--- src/rtl/tile_frame_diff_refresh_core_assert.svh ---
// Assertion macros for the tile frame difference refresh core.
// Included by the top level; no other dependencies.
`ifndef TILE_FRAME_DIFF_REFRESH_CORE_ASSERT_SVH
`define TILE_FRAME_DIFF_REFRESH_CORE_ASSERT_SVH
`ifndef SYNTHESIS
// Same-cycle implication, checked at every rising clock edge out of reset.
`define TFDR_ASSERT_NOW(lbl, clk, rstn, ante, cons, msg) \
  lbl: assert property (@(posedge clk) disable iff (!rstn) (ante) |-> (cons)) \
    else $error(msg);
// Next-cycle implication, checked at every rising clock edge out of reset.
`define TFDR_ASSERT_NEXT(lbl, clk, rstn, ante, cons, msg) \
  lbl: assert property (@(posedge clk) disable iff (!rstn) (ante) |=> (cons)) \
    else $error(msg);
`else
`define TFDR_ASSERT_NOW(lbl, clk, rstn, ante, cons, msg)
`define TFDR_ASSERT_NEXT(lbl, clk, rstn, ante, cons, msg)
`endif
`endif

--- src/rtl/tfdr_pkg.sv ---
// Shared types and constants of the tile frame difference refresh core.
// Used by the controller, the datapath and the top level; no dependencies.
package tfdr_pkg;

  // Command codes carried on the input tuser field.
  typedef enum logic [2:0] {
    OP_BEGIN_FRAME = 3'd0,
    OP_PIXEL       = 3'd1,
    OP_SET_IND     = 3'd2,
    OP_REFRESH     = 3'd3,
    OP_TOUCH       = 3'd4
  } tfdr_op_e;

  // Result kinds carried on the output tuser field.
  typedef enum logic {
    KIND_ROW = 1'b0,
    KIND_IND = 1'b1
  } tfdr_kind_e;

  // Controller states.
  typedef enum logic [1:0] {
    ST_IDLE,
    ST_SCAN,
    ST_IND
  } tfdr_state_e;

  // Commands from the controller to the datapath.
  typedef struct packed {
    logic accept;      // an input transaction completes this cycle
    logic scan_start;  // the accepted command is a refresh
    logic row_step;    // compare and copy the current grid row
    logic ind_emit;    // issue the indicator result and copy indicators
  } tfdr_cmd_t;

  // Status from the datapath to the controller.
  typedef struct packed {
    logic is_refresh;  // the offered command is a refresh
    logic out_free;    // the output register can take a result this cycle
    logic row_last;    // the current scan row is the final grid row
  } tfdr_stat_t;

  localparam int unsigned TILE_PITCH = 29;
  localparam int unsigned CENTER_Y   = 120;
  localparam int unsigned COL_MAX    = 255;
  localparam int unsigned RESET_ROW_WIDTH = 8;

endpackage

--- src/rtl/tfdr_ctrl.sv ---
// Refresh sequencer of the tile frame difference refresh core.
// Depends on tfdr_pkg for the state, command and status types.
module tfdr_ctrl (
  input  logic               clk_i,
  input  logic               rst_ni,
  input  logic               s_valid_i,
  output logic               s_ready_o,
  input  tfdr_pkg::tfdr_stat_t stat_i,
  output tfdr_pkg::tfdr_cmd_t  cmd_o
);

  tfdr_pkg::tfdr_state_e state_q, state_d;

  // State register.
  always_ff @(posedge clk_i or negedge rst_ni) begin
    if (!rst_ni) begin
      state_q <= tfdr_pkg::ST_IDLE;
    end else begin
      state_q <= state_d;
    end
  end

  // Next state: a refresh walks the grid rows, then issues the indicators.
  always_comb begin
    state_d = state_q;
    case (state_q)
      tfdr_pkg::ST_IDLE: begin
        if (s_valid_i && stat_i.is_refresh) state_d = tfdr_pkg::ST_SCAN;
      end
      tfdr_pkg::ST_SCAN: begin
        if (stat_i.out_free && stat_i.row_last) state_d = tfdr_pkg::ST_IND;
      end
      tfdr_pkg::ST_IND: begin
        if (stat_i.out_free) state_d = tfdr_pkg::ST_IDLE;
      end
      default: state_d = tfdr_pkg::ST_IDLE;
    endcase
  end

  // Outputs: row steps and the indicator issue only advance when the output register has room.
  always_comb begin
    s_ready_o = 1'b0;
    cmd_o     = '0;
    case (state_q)
      tfdr_pkg::ST_IDLE: begin
        s_ready_o         = 1'b1;
        cmd_o.accept      = s_valid_i;
        cmd_o.scan_start  = s_valid_i && stat_i.is_refresh;
      end
      tfdr_pkg::ST_SCAN: begin
        cmd_o.row_step = stat_i.out_free;
      end
      tfdr_pkg::ST_IND: begin
        cmd_o.ind_emit = stat_i.out_free;
      end
      default: begin
        s_ready_o = 1'b0;
        cmd_o     = '0;
      end
    endcase
  end

endmodule

--- src/rtl/tfdr_datapath.sv ---
// Buffers, write pointer, row compare and output register of the refresh core.
// Depends on tfdr_pkg; driven by commands from tfdr_ctrl.
module tfdr_datapath #(
  parameter int GRID_COLUMNS = 8,
  parameter int GRID_ROWS    = 8
) (
  input  logic                 clk_i,
  input  logic                 rst_ni,
  input  tfdr_pkg::tfdr_cmd_t  cmd_i,
  output tfdr_pkg::tfdr_stat_t stat_o,
  input  logic [2:0]           opcode_i,
  input  logic [7:0]           row_width_i,
  input  logic [7:0]           pixel_value_i,
  input  logic                 menu_flag_i,
  input  logic                 ready_flag_i,
  input  logic                 out_ready_i,
  output logic                 out_valid_o,
  output logic                 kind_o,
  output logic [2:0]           row_o,
  output logic [7:0]           screen_y_o,
  output logic [7:0]           change_mask_o,
  output logic [15:0]          row_values_o,
  output logic                 background_redraw_o,
  output logic                 last_o
);

  localparam int RowBits   = 2 * GRID_COLUMNS;
  localparam int RowIdxW   = (GRID_ROWS > 1) ? $clog2(GRID_ROWS) : 1;
  localparam int RowCntW   = $clog2(GRID_ROWS + 1);
  localparam int TopY      = tfdr_pkg::CENTER_Y - (GRID_ROWS / 2) * tfdr_pkg::TILE_PITCH;

  tfdr_pkg::tfdr_op_e op;

  // Back and front buffers, one grid row per entry.
  logic [RowBits-1:0] back_q  [GRID_ROWS];
  logic [RowBits-1:0] front_q [GRID_ROWS];
  logic [GRID_ROWS-1:0] front_vld_q;
  logic [1:0] back_ind_q;
  logic [1:0] front_ind_q;
  logic       front_ind_vld_q;
  logic       bg_dirty_q;
  logic       bg_pend_q;

  // Frame write pointer.
  logic [7:0]         wcol_q;
  logic [RowCntW-1:0] wrow_q;
  logic [7:0]         width_q;
  logic [7:0]         col_inc;
  logic               write_open;
  logic [RowIdxW-1:0] wrow_idx;

  // Scan position and compare results.
  logic [RowIdxW-1:0] scan_row_q;
  logic [RowBits-1:0] cur_back;
  logic [RowBits-1:0] cur_front;
  logic [7:0]         row_mask;
  logic [1:0]         ind_mask;
  logic               load_row;
  logic               load_any;

  // Output register.
  logic        out_valid_q;
  logic        kind_q;
  logic [2:0]  row_q;
  logic [7:0]  screen_y_q;
  logic [7:0]  mask_q;
  logic [15:0] values_q;
  logic        bg_q;
  logic        last_q;

  assign op = tfdr_pkg::tfdr_op_e'(opcode_i);

  // Pixel write pointer arithmetic; the column saturates at its maximum.
  assign write_open = wrow_q < RowCntW'(GRID_ROWS);
  assign col_inc    = (wcol_q != 8'(tfdr_pkg::COL_MAX)) ? wcol_q + 8'd1 : wcol_q;
  assign wrow_idx   = wrow_q[RowIdxW-1:0];

  // Compare of the current scan row; an invalid front row differs everywhere.
  assign cur_back  = back_q[scan_row_q];
  assign cur_front = front_q[scan_row_q];
  always_comb begin
    row_mask = '0;
    for (int c = 0; c < GRID_COLUMNS; c++) begin
      row_mask[c] = !front_vld_q[scan_row_q] ||
                    (cur_front[2*c +: 2] != cur_back[2*c +: 2]);
    end
  end
  assign ind_mask = front_ind_vld_q ? (front_ind_q ^ back_ind_q) : 2'b11;

  assign load_row = cmd_i.row_step && (row_mask != 8'd0);
  assign load_any = load_row || cmd_i.ind_emit;

  assign stat_o.is_refresh = (op == tfdr_pkg::OP_REFRESH);
  assign stat_o.out_free   = !out_valid_q || out_ready_i;
  assign stat_o.row_last   = (scan_row_q == RowIdxW'(GRID_ROWS - 1));

  // Control state, back buffer and valid bits.
  always_ff @(posedge clk_i or negedge rst_ni) begin
    if (!rst_ni) begin
      for (int r = 0; r < GRID_ROWS; r++) back_q[r] <= '0;
      front_vld_q     <= '0;
      back_ind_q      <= '0;
      front_ind_vld_q <= 1'b0;
      bg_dirty_q      <= 1'b1;
      bg_pend_q       <= 1'b0;
      wcol_q          <= '0;
      wrow_q          <= RowCntW'(GRID_ROWS);
      width_q         <= 8'(tfdr_pkg::RESET_ROW_WIDTH);
      scan_row_q      <= '0;
      out_valid_q     <= 1'b0;
    end else begin
      // Input commands.
      if (cmd_i.accept) begin
        case (op)
          tfdr_pkg::OP_BEGIN_FRAME: begin
            width_q <= row_width_i;
            wcol_q  <= '0;
            wrow_q  <= '0;
          end
          tfdr_pkg::OP_PIXEL: begin
            if (write_open) begin
              for (int c = 0; c < GRID_COLUMNS; c++) begin
                if (wcol_q == 8'(c)) back_q[wrow_idx][2*c +: 2] <= pixel_value_i[1:0];
              end
              if (col_inc == width_q) begin
                wcol_q <= '0;
                wrow_q <= wrow_q + RowCntW'(1);
              end else begin
                wcol_q <= col_inc;
              end
            end
          end
          tfdr_pkg::OP_SET_IND: begin
            back_ind_q <= {ready_flag_i, menu_flag_i};
          end
          tfdr_pkg::OP_TOUCH: begin
            bg_dirty_q <= 1'b1;
          end
          default: ;
        endcase
      end

      // Start of a refresh: a pending background redraw invalidates the front.
      if (cmd_i.scan_start) begin
        scan_row_q <= '0;
        bg_pend_q  <= bg_dirty_q;
        if (bg_dirty_q) begin
          front_vld_q     <= '0;
          front_ind_vld_q <= 1'b0;
          bg_dirty_q      <= 1'b0;
        end
      end

      // Row scan step: the row becomes valid in the front buffer.
      if (cmd_i.row_step) begin
        front_vld_q[scan_row_q] <= 1'b1;
        scan_row_q <= scan_row_q + RowIdxW'(1);
      end
      if (cmd_i.ind_emit) front_ind_vld_q <= 1'b1;

      // Only the first result of a refresh carries the background flag.
      if (load_any) bg_pend_q <= 1'b0;

      // Output register handshake.
      if (load_any) begin
        out_valid_q <= 1'b1;
      end else if (out_ready_i) begin
        out_valid_q <= 1'b0;
      end
    end
  end

  // Front buffer contents and output payload.
  always_ff @(posedge clk_i) begin
    if (cmd_i.row_step) front_q[scan_row_q] <= cur_back;
    if (cmd_i.ind_emit) front_ind_q <= back_ind_q;
    if (load_row) begin
      kind_q     <= tfdr_pkg::KIND_ROW;
      row_q      <= 3'(scan_row_q);
      screen_y_q <= 8'(TopY) + 8'(8'(tfdr_pkg::TILE_PITCH) * 8'(scan_row_q));
      mask_q     <= row_mask;
      values_q   <= 16'(cur_back);
      bg_q       <= bg_pend_q;
      last_q     <= 1'b0;
    end else if (cmd_i.ind_emit) begin
      kind_q     <= tfdr_pkg::KIND_IND;
      row_q      <= '0;
      screen_y_q <= '0;
      mask_q     <= 8'(ind_mask);
      values_q   <= 16'(back_ind_q);
      bg_q       <= bg_pend_q;
      last_q     <= 1'b1;
    end
  end

  assign out_valid_o         = out_valid_q;
  assign kind_o              = kind_q;
  assign row_o               = row_q;
  assign screen_y_o          = screen_y_q;
  assign change_mask_o       = mask_q;
  assign row_values_o        = values_q;
  assign background_redraw_o = bg_q;
  assign last_o              = last_q;

endmodule

--- src/rtl/tile_frame_diff_refresh_core.sv ---
// Top level of the tile frame difference refresh core.
// Depends on tfdr_pkg, tfdr_ctrl, tfdr_datapath and the assertion header.
//
// Channel   Dir  Contents
// s_axis    in   tuser: opcode; tdata: row_width, pixel_value, menu_flag, ready_flag
// m_axis    out  tuser: kind; tlast: last; tdata: row, screen_y, change_mask,
//                row_values, background_redraw
//
// Commands other than refresh are taken in the idle state. A refresh is
// accepted, then compares and copies each grid row in turn, then issues
// the indicator result; rows without changes give no result. The single
// output register sets the pace when the sink stalls; the scan waits for
// it. Reset clears the back buffer and valid bits at once; no clearing pass is needed.
`include "tile_frame_diff_refresh_core_assert.svh"

module tile_frame_diff_refresh_core #(
  parameter int GRID_COLUMNS = 8,
  parameter int GRID_ROWS    = 8
) (
  input  logic        clk_i,
  input  logic        rst_ni,
  input  logic        s_axis_tvalid_i,
  output logic        s_axis_tready_o,
  input  logic [23:0] s_axis_tdata_i,  // row_width[7:0], pixel_value[15:8],
                                       // menu_flag[16], ready_flag[17], zeros
  input  logic [2:0]  s_axis_tuser_i,  // opcode[2:0]
  output logic        m_axis_tvalid_o,
  input  logic        m_axis_tready_i,
  output logic [39:0] m_axis_tdata_o,  // row[2:0], screen_y[10:3],
                                       // change_mask[18:11], row_values[34:19],
                                       // background_redraw[35], zeros
  output logic        m_axis_tuser_o,  // kind[0]
  output logic        m_axis_tlast_o
);

  tfdr_pkg::tfdr_cmd_t  cmd;
  tfdr_pkg::tfdr_stat_t stat;

  logic [2:0]  out_row;
  logic [7:0]  out_screen_y;
  logic [7:0]  out_mask;
  logic [15:0] out_values;
  logic        out_bg;

  // Sequencer.
  tfdr_ctrl u_ctrl (
    .clk_i     (clk_i),
    .rst_ni    (rst_ni),
    .s_valid_i (s_axis_tvalid_i),
    .s_ready_o (s_axis_tready_o),
    .stat_i    (stat),
    .cmd_o     (cmd)
  );

  // Buffers and compare datapath.
  tfdr_datapath #(
    .GRID_COLUMNS (GRID_COLUMNS),
    .GRID_ROWS    (GRID_ROWS)
  ) u_datapath (
    .clk_i               (clk_i),
    .rst_ni              (rst_ni),
    .cmd_i               (cmd),
    .stat_o              (stat),
    .opcode_i            (s_axis_tuser_i),
    .row_width_i         (s_axis_tdata_i[7:0]),
    .pixel_value_i       (s_axis_tdata_i[15:8]),
    .menu_flag_i         (s_axis_tdata_i[16]),
    .ready_flag_i        (s_axis_tdata_i[17]),
    .out_ready_i         (m_axis_tready_i),
    .out_valid_o         (m_axis_tvalid_o),
    .kind_o              (m_axis_tuser_o),
    .row_o               (out_row),
    .screen_y_o          (out_screen_y),
    .change_mask_o       (out_mask),
    .row_values_o        (out_values),
    .background_redraw_o (out_bg),
    .last_o              (m_axis_tlast_o)
  );

  // Result packing, first field in the low bits.
  assign m_axis_tdata_o = {4'd0, out_bg, out_values, out_mask, out_screen_y, out_row};

  // No input is taken while a refresh scan or indicator issue is in progress.
  `TFDR_ASSERT_NOW(a_no_accept_in_scan, clk_i, rst_ni, s_axis_tready_o, !(cmd.row_step || cmd.ind_emit), "input accepted during a refresh")
  // The indicator issue always leaves the closing result in the output register.
  `TFDR_ASSERT_NEXT(a_ind_gives_last, clk_i, rst_ni, cmd.ind_emit, m_axis_tvalid_o && m_axis_tlast_o, "indicator result missing")
  // Only indicator results close a refresh.
  `TFDR_ASSERT_NOW(a_last_is_ind, clk_i, rst_ni, m_axis_tvalid_o, m_axis_tlast_o == m_axis_tuser_o, "last flag and kind disagree")

endmodule
--- config.mk ---
export PLATFORM = sky130hd
export DESIGN_NAME = tile_frame_diff_refresh_core
export DESIGN_NICKNAME = d
export VERILOG_FILES = /design/src/rtl/tfdr_pkg.sv /design/src/rtl/tfdr_ctrl.sv /design/src/rtl/tfdr_datapath.sv /design/src/rtl/tile_frame_diff_refresh_core.sv
export VERILOG_INCLUDE_DIRS = /design/src /design/src/rtl
export SDC_FILE = /design/constraint.sdc
export NUM_CORES = 1
export LEC_CHECK = 0
export BUFFER_PORTS_ARGS = -buffer_cell sky130_fd_sc_hd__buf_2
export CORE_MARGIN = 3
export CORE_UTILIZATION = 30
export CTS_BUF_LIST = sky130_fd_sc_hd__clkbuf_8
export DETAILED_ROUTE_END_ITERATION = 8
export GPL_TIMING_DRIVEN = 0
export MAX_ROUTING_LAYER = met4
export PLACE_DENSITY_LB_ADDON = 0.15
export SYNTH_ARGS = -nofsm -noshare
export SYNTH_HDL_FRONTEND = slang
export SYNTH_HIERARCHICAL = 1
export SYNTH_SLANG_ARGS = --single-unit
--- constraint.sdc ---
create_clock -name clk_i -period 5.5 [get_ports clk_i]
set_input_delay 0 -clock clk_i [delete_from_list [all_inputs] [get_ports clk_i]]
set_output_delay 0 -clock clk_i [all_outputs]
set_load 0.01 [all_outputs]
; ---- Yosys cells after proc, flatten, opt, wreduce, memory -nomap -nowiden
; Memory sizes are Yosys's and may differ from the RTL's.
; Index checks and enable logic that the tools add are counted.
[classes]
n_div = 0
eq_ne = 29
bitwise_logic = 4
shift = 0
reduce_logical = 35
n_addsub = 4
order_cmp = 6
n_mux = 104
mul = 1
[op_table]
columns = operator, count
row1 = two-way mux 128 bit, 29
row2 = bitwise mux 128 bit, 8
row3 = demux 16 bit (select 3 bit), 8
row4 = two-way mux 8 bit, 11
row5 = two-way mux 16 bit, 5
row6 = binary-select mux 16 bit (select 3 bit), 1
row7 = "equality test 8 x 3 -> 1 bit, second input constant", 4
row8 = two-way mux 1 bit, 20
row9 = "equality test 8 x 2 -> 1 bit, second input constant", 2
row10 = != test 2 bit, 8
row11 = case mux 8 bit (2 select lines), 1
row12 = two-way mux 14 bit, 1
row13 = nonzero test 2 bit, 7
row14 = two-way mux 12 bit, 1
row15 = two-way mux 2 bit, 6
row16 = two-way mux 3 bit, 4
row17 = two-way mux 4 bit, 3
row18 = logical OR 1 bit, 10
row19 = two-way mux 10 bit, 1
row20 = "!= test 2 x 1 -> 1 bit, second input constant", 5
row21 = AND reduction 3 bit, 3
row22 = "adder 3 x 8 -> 8 bit, first input constant", 1
row23 = "adder 8 x 1 -> 8 bit, second input constant", 1
row24 = "equality test 8 x 1 -> 1 bit, second input constant", 1
row25 = 31 further kinds, 42
[totals]
latch_bits = 0
rom_bits = 0
elab_cells = 210
register_bits = 206
output_inout_bits = 44
mem_bits_rw = 128
in_bits = 31
mem_count = 1
[memory_table]
columns = memory, depth, width, read_ports, rd_clocked_by_memory_dff, write_ports, line
row1 = u_datapath.front_q, 8, 16, 1, 0, 1, tfdr_datapath.sv:36  ; logic [RowBits-1:0] front_q [GRID_ROWS];

; ---- Longest topological paths before layout
[logic_depth]
word_depth = 42
ltp_mapped = 13

; ---- Modules after synthesis
; The synthesis kept the hierarchy.
[modules_own_cells]
columns = mod, n_inst, cells_each, seq_area_each_um2, area_per_inst_um2
row1 = tfdr_datapath, 1, 932, 9077.5, 14681.6
row2 = tfdr_ctrl, 1, 13, 50.0, 115.1
row3 = tile_frame_diff_refresh_core, 1, 6, 0.0, 41.3

; ---- Worst setup path after synthesis
; OpenSTA, ideal clock, no wires.
[synth_path]
kind = register to register
start = register u_datapath.scan_row_q[1]
end = register u_datapath.out_valid_q (netlist: u_datapath/out_valid_o)
path_stages_with_launch = 13
arrival_ns = 3.462
setup_time_ns = 0.129
t_required_ns = 5.371
path_slack_ns = 1.909
path_buffers = 4
cell_sequence = dfrtp_1 buf_6 buf_6 buf_8 buf_8 mux4_2 mux2i_2 xor2_1 nor3_1 nand4_2 o21ai_2 nand2b_1 nand2b_1
[synth_via]
elab_chain_len = 10
elab_cells_between_ends = 29
classes_between = 8 x eq/ne / 6 x mux / 1 x bitwise / 13 x reduce/logical / 1 x memory
[synth_rtl]
columns = element, line
row1 = from (decl), tfdr_datapath.sv:53  ; logic [RowIdxW-1:0] scan_row_q;
row2 = from (signal assigned), tfdr_datapath.sv:157  ; scan_row_q <= scan_row_q + RowIdxW'(1);
row3 = inverter 3 -> 4 bit (not written as such), tfdr_datapath.sv:79  ; assign cur_back = back_q[scan_row_q];
row4 = binary-select mux 16 bit (select 3 bit), tfdr_datapath.sv:79
row5 = two-way mux 16 bit (not written as such) (2 in series), tfdr_datapath.sv:79
row6 = != test 2 bit, tfdr_datapath.sv:85  ; (cur_front[2*c +: 2] != cur_back[2*c +: 2]);
row7 = logical OR 1 bit, tfdr_datapath.sv:84  ; row_mask[c] = !front_vld_q[scan_row_q] ||
row8 = nonzero test 8 bit *, tfdr_datapath.sv:90  ; assign load_row = cmd_i.row_step && (row_mask != 8'd0);
row9 = logical AND 1 bit *, tfdr_datapath.sv:90
row10 = logical OR 1 bit *, tfdr_datapath.sv:91  ; assign load_any = load_row || cmd_i.ind_emit;
row11 = net u_datapath.load_any, tfdr_datapath.sv:59  ; logic load_any;
row12 = two-way mux 1 bit / nonzero test 2 bit (equally long branches), --
row13 = to (signal assigned), tfdr_datapath.sv:110  ; out_valid_q <= 1'b0;
row14 = to (signal assigned), tfdr_datapath.sv:166  ; out_valid_q <= 1'b1;
row15 = to (signal assigned), tfdr_datapath.sv:168  ; out_valid_q <= 1'b0;
row16 = to (decl), tfdr_datapath.sv:62  ; logic out_valid_q;
; Mark *: on every way through the listed nets, which the timed path passes. The rest lies on a longest branch. The select of a mux whose other input is x is not followed.
; A chain may end at the register's enable or synchronous reset.

; ---- Worst setup path after layout
[layout_path]
start = register u_datapath.scan_row_q[2]
end = register u_datapath.values_q[11] (netlist: u_datapath/row_values_o[11]), data pin
[layout_via]
elab_chain_len = 9
elab_cells_between_ends = 27
classes_between = 8 x eq/ne / 6 x mux / 1 x bitwise / 11 x reduce/logical / 1 x memory
[layout_rtl]
columns = element, line
row1 = inverter 3 -> 4 bit (not written as such), tfdr_datapath.sv:79
row2 = binary-select mux 16 bit (select 3 bit), tfdr_datapath.sv:79
row3 = two-way mux 16 bit (not written as such) (2 in series), tfdr_datapath.sv:79
row4 = != test 2 bit, tfdr_datapath.sv:85
row5 = logical OR 1 bit, tfdr_datapath.sv:84
row6 = nonzero test 8 bit, tfdr_datapath.sv:90
row7 = logical AND 1 bit, tfdr_datapath.sv:90
row8 = two-way mux 16 bit *, tfdr_datapath.sv:177  ; if (load_row) begin
row9 = to (signal assigned), tfdr_datapath.sv:182  ; values_q <= 16'(cur_back);
row10 = to (signal assigned), tfdr_datapath.sv:190  ; values_q <= 16'(back_ind_q);
row11 = to (decl), tfdr_datapath.sv:67  ; logic [15:0] values_q;
; Mark *: on every way between the ends. The rest lies on a longest branch, timed or not. The select of a mux whose other input is x is not followed.

==> reports/summary.txt <==
Detailed Route WL = 39500 um
worst hold path class = in -> reg
Port Buffers = 56
post-synthesis mux area share = 0.233
Critical Path Max Stage Delay = 0.59 ns
first-pass GRT wire length = 60100 um
CP Launch Type = flop
sequential fraction of design power = 0.406
H-tree levels = 2
CTS Sinks = 332
die width = 228 um
Setup crit end = u_datapath/row_values_o[11]$_SDFFCE_PN0P_
clk buf depth = 3
grt total ovfl = 0
peak supply drop = 0.187 mV
met1 GRT Util = 0.207
Vias = 8546
hold depth = 4
Post-synth EDFFs = 164
internal power = 5.49 mW
layout cells sized above 1 = 0.341
Setup Fix Bufs, Post-CTS = 0
global route hottest layer = met2
design area = 17500 um2
post-CTS sizing = 0
combinational power share = 0.323
CTS buffer count = 57
xor-xnor portion of the synthesized cell area = 0.0183
Max Fclk = 224 MHz
total track usage = 0.158
Setup Viol. Count Final = 0
Worst Max-Slew Pin Slew = 1.27 ns
Via density = 4.73
vias in the first global route = 9354
reg2reg end = u_datapath/row_values_o[11]$_SDFFCE_PN0P_
Static Leak = 7.30 nW
Final Hold Viols = 0
CTS tree = built
share of flip-flops with an asynchronous set or reset = 0.503
largest net degree at the start of global routing = 99
clk slew on worst S/H paths = 0.06 ns
post-DP HPWL = 24900 um
Synth area leader = edfxtp_1
clock latency on the worst-skew pair = 0.63 ns
met2 usage = 0.254
CP max stage cell = dfrtp_1
Worst setup startpoint = u_datapath/scan_row_q[2]$_DFFE_PN0P_
flops & latches, synth = 332
Placer Congestion = 0.732
Die Area = 52200 um2
DP Area = 16000 um2
post-route DRC violation count = 0
Clock Root Buffer = clkbuf_8
Initial Util = 0.308
Seq/Total Area, Yosys = 0.615
Avg Cell Area, Syn = 15.6 um2
nets@finish = 1160
# IOs = 75
met3 usage = 0.0252
# rows = 80
post-synth top area share = 0.332
crit path cell chain = buf_2 > buf_4 > buf_2 > mux4_2 > mux2i_1 > xor2_1 > nor3_1 > nand4_2 > o21ai_2 > buf_6 > buf_4 > nor2_1
antenna viol nets, final = 0
worst hold start = m_axis_tready_i
WL/cell = 21.8 um
path depth of the worst reg2reg path = 12
Synth Area in Adders = 0.0201
synth top area cells = edfxtp_1 (33%), dfrtp_1 (28%), mux2_2 (11%)
Most used DFF post-synth = edfxtp_1
largest family of logic cells by synthesized area = multiplexers
Slew HR = 0.151
Crit Path Max Fanout = 10
DRT Pass-1 Iters = 5
CP arrival = 4.81 ns
DR iter-0 viols = 488
simple-gate area share of the yosys netlist = 0.0609
Unique masters post-synth = 55
Sum Neg Setup Slack = 0 ns
clock power share = 0.271
antenna violations before repair = 1
Mapped Cells = 951
status = finished clean
Final Max Slew Viols = 0
Power Dens Cells = 468 nW/um2
sw frac = 0.331
Mapped Area = 14800 um2
unrepaired setup endpoints after global routing = false
fin crit share = 0.812
Area growth syn-to-layout = 18.2%
Critical Path End Type = flop
Die Ht = 228 um
Critical R2R Launch = u_datapath/scan_row_q[2]$_DFFE_PN0P_
CORE AREA = 48200 um2
Worst Path Required = 5.84 ns
NetSw = 2.71 mW
Ys Warns = 6
clock skew = 0.0309 ns
compound-gate portion of the synthesized area = 0.0236
max-cap viol count = 0
Worst Setup Path Type = reg -> reg
Tmin final = 4.47 ns
R2R Setup Slk = 1.03 ns
[worst min path at each step]
stage,end,slack [ns]
detailed placement,u_datapath/width_q[6]$_DFFE_PN0P_,0.02
floorplan,u_ctrl/state_q[0]$_DFFE_PN0P_,-0.30
global route,u_datapath/out_valid_o$_DFFE_PN0P_,0.32
finish,u_datapath/out_valid_o$_DFFE_PN0P_,0.29
global placement,u_datapath/width_q[5]$_DFFE_PN0P_,0.23
CTS,u_datapath/out_valid_o$_DFFE_PN0P_,0.23
[per-stage QoR]
step	hold slack, ns	std cells	power (mW)	worst slack (ns)	util
floorplan	-0.296	954	5.08	1.91	-
global placement	0.232	1666	5.97	0.0466	0.331
detailed placement	0.0232	1668	5.99	0.951	0.332
CTS	0.235	1807	8.37	0.939	0.363
global route	0.316	1808	8.71	0.830	0.364
finish	0.295	1808	8.20	1.03	0.364
[layout by cell type, fill, tap and decap left out, types with 4 or more instances in the layout]
master,count
and3_1,6
buf_4,15
xor2_1,20
mux4_2,66
clkbuf_1,19
buf_6,5
a22o_1,4
and2_1,6
a21o_1,14
clkinv_2,7
nand3_1,20
nand2_1,12
clkbuf_8,72
nor3_1,13
nor3b_1,4
xnor2_1,11
a21oi_1,16
inv_1,46
mux2_2,141
conb_1,4
a31oi_1,5
ha_1,19
o21ai_0,8
nor2b_1,7
buf_2,63
edfxtp_1,164
clkinv_1,4
nor2_1,98
dfrtp_1,164
dlygate4sd3_1,35
mux2i_1,28
nand2b_1,6
or3_1,6
[timing repair]
item | 4_1_cts | 5_1_grt
endpoints found under the hold margin | 196 | 0
setup endpoints to repair | 0 | 0
hold buffers | 36 | 0
[critical path: cells and delay by family, from the launching register on]
family	cells	cell delay (ns)
compound gates	1	0.34
xor+xnor	1	0.19
buf+inv	5	1.46
flops	1	0.59
mux	2	0.82
simple gates	3	0.74
[cell type report]
cell class | instances | area, um2
Fill cell | 4687 | 30700
Antenna cell | 1 | 2.50
Sequential cell | 332 | 9130
Inverter | 29 | 110
Buffer | 51 | 318
Tap cell | 656 | 821
Clock inverter | 31 | 155
Multi-Input combinational cell | 542 | 5300
Clock buffer | 72 | 991
Timing Repair Buffer | 94 | 716
[cells by family after synthesis]
family / Yosys count
AO/OA/AOI/OAI: 54
buffers and inverters: 80
adder cells (fa/ha/maj): 22
other: 1
multiplexers: 241
XOR/XNOR: 31
flip-flops: 332
AND/OR/NAND/NOR: 190
[synth_stat cells, types with 2 or more instances]
cell      number
dfrtp_1      164
edfxtp_1     164
mux2_2       141
nor2_1        98
mux4_2        66
mux2i_1       28
inv_1         27
nand3_1       20
xor2_1        20
clkbuf_1      19
ha_1          19
a21oi_1       16
buf_4         15
a21o_1        14
nor3_1        14
nand2_1       12
xnor2_1       11
buf_2          8
o21ai_0        8
nand2b_1       7
nor2b_1        7
and2_1         6
and3_1         6
or3_1          6
a31oi_1        5
buf_6          5
a22o_1         4
nor3b_1        4
dfstp_2        3
fa_1           3
mux2i_2        3
buf_1          2
buf_8          2
mux2i_4        2
nor4_1         2
[layer usage]
metal | vias up | wire (um)
met2 | 163 | 19100
li1 | 3869 | -
met4 | 0 | 856
met1 | 4455 | 18000
met5 | - | 0
met3 | 59 | 1520
[flip-flops by register name (all words and copies together), names as in the netlist, 8 cells and up]
| name | cells |
|---|---|
| u_datapath/change_mask_o | 8 |
| u_datapath/screen_y_o | 8 |
| u_datapath/wcol_q | 8 |
| u_datapath/front_q | 128 |
| u_datapath/back_q | 128 |
| u_datapath/front_vld_q | 8 |
| u_datapath/width_q | 8 |
| u_datapath/row_values_o | 16 |
[power groups by stage]
stage / logic, mW / clock network, mW / registers [mW]
detailed placement: 2.61 / 0 / 3.38
global route: 2.90 / 2.43 / 3.38
CTS: 2.71 / 2.32 / 3.33
global placement: 2.59 / 0 / 3.38
finish: 2.65 / 2.22 / 3.33
floorplan: 1.69 / 0 / 3.39
Note: power is estimated with default switching activity, not from simulation.
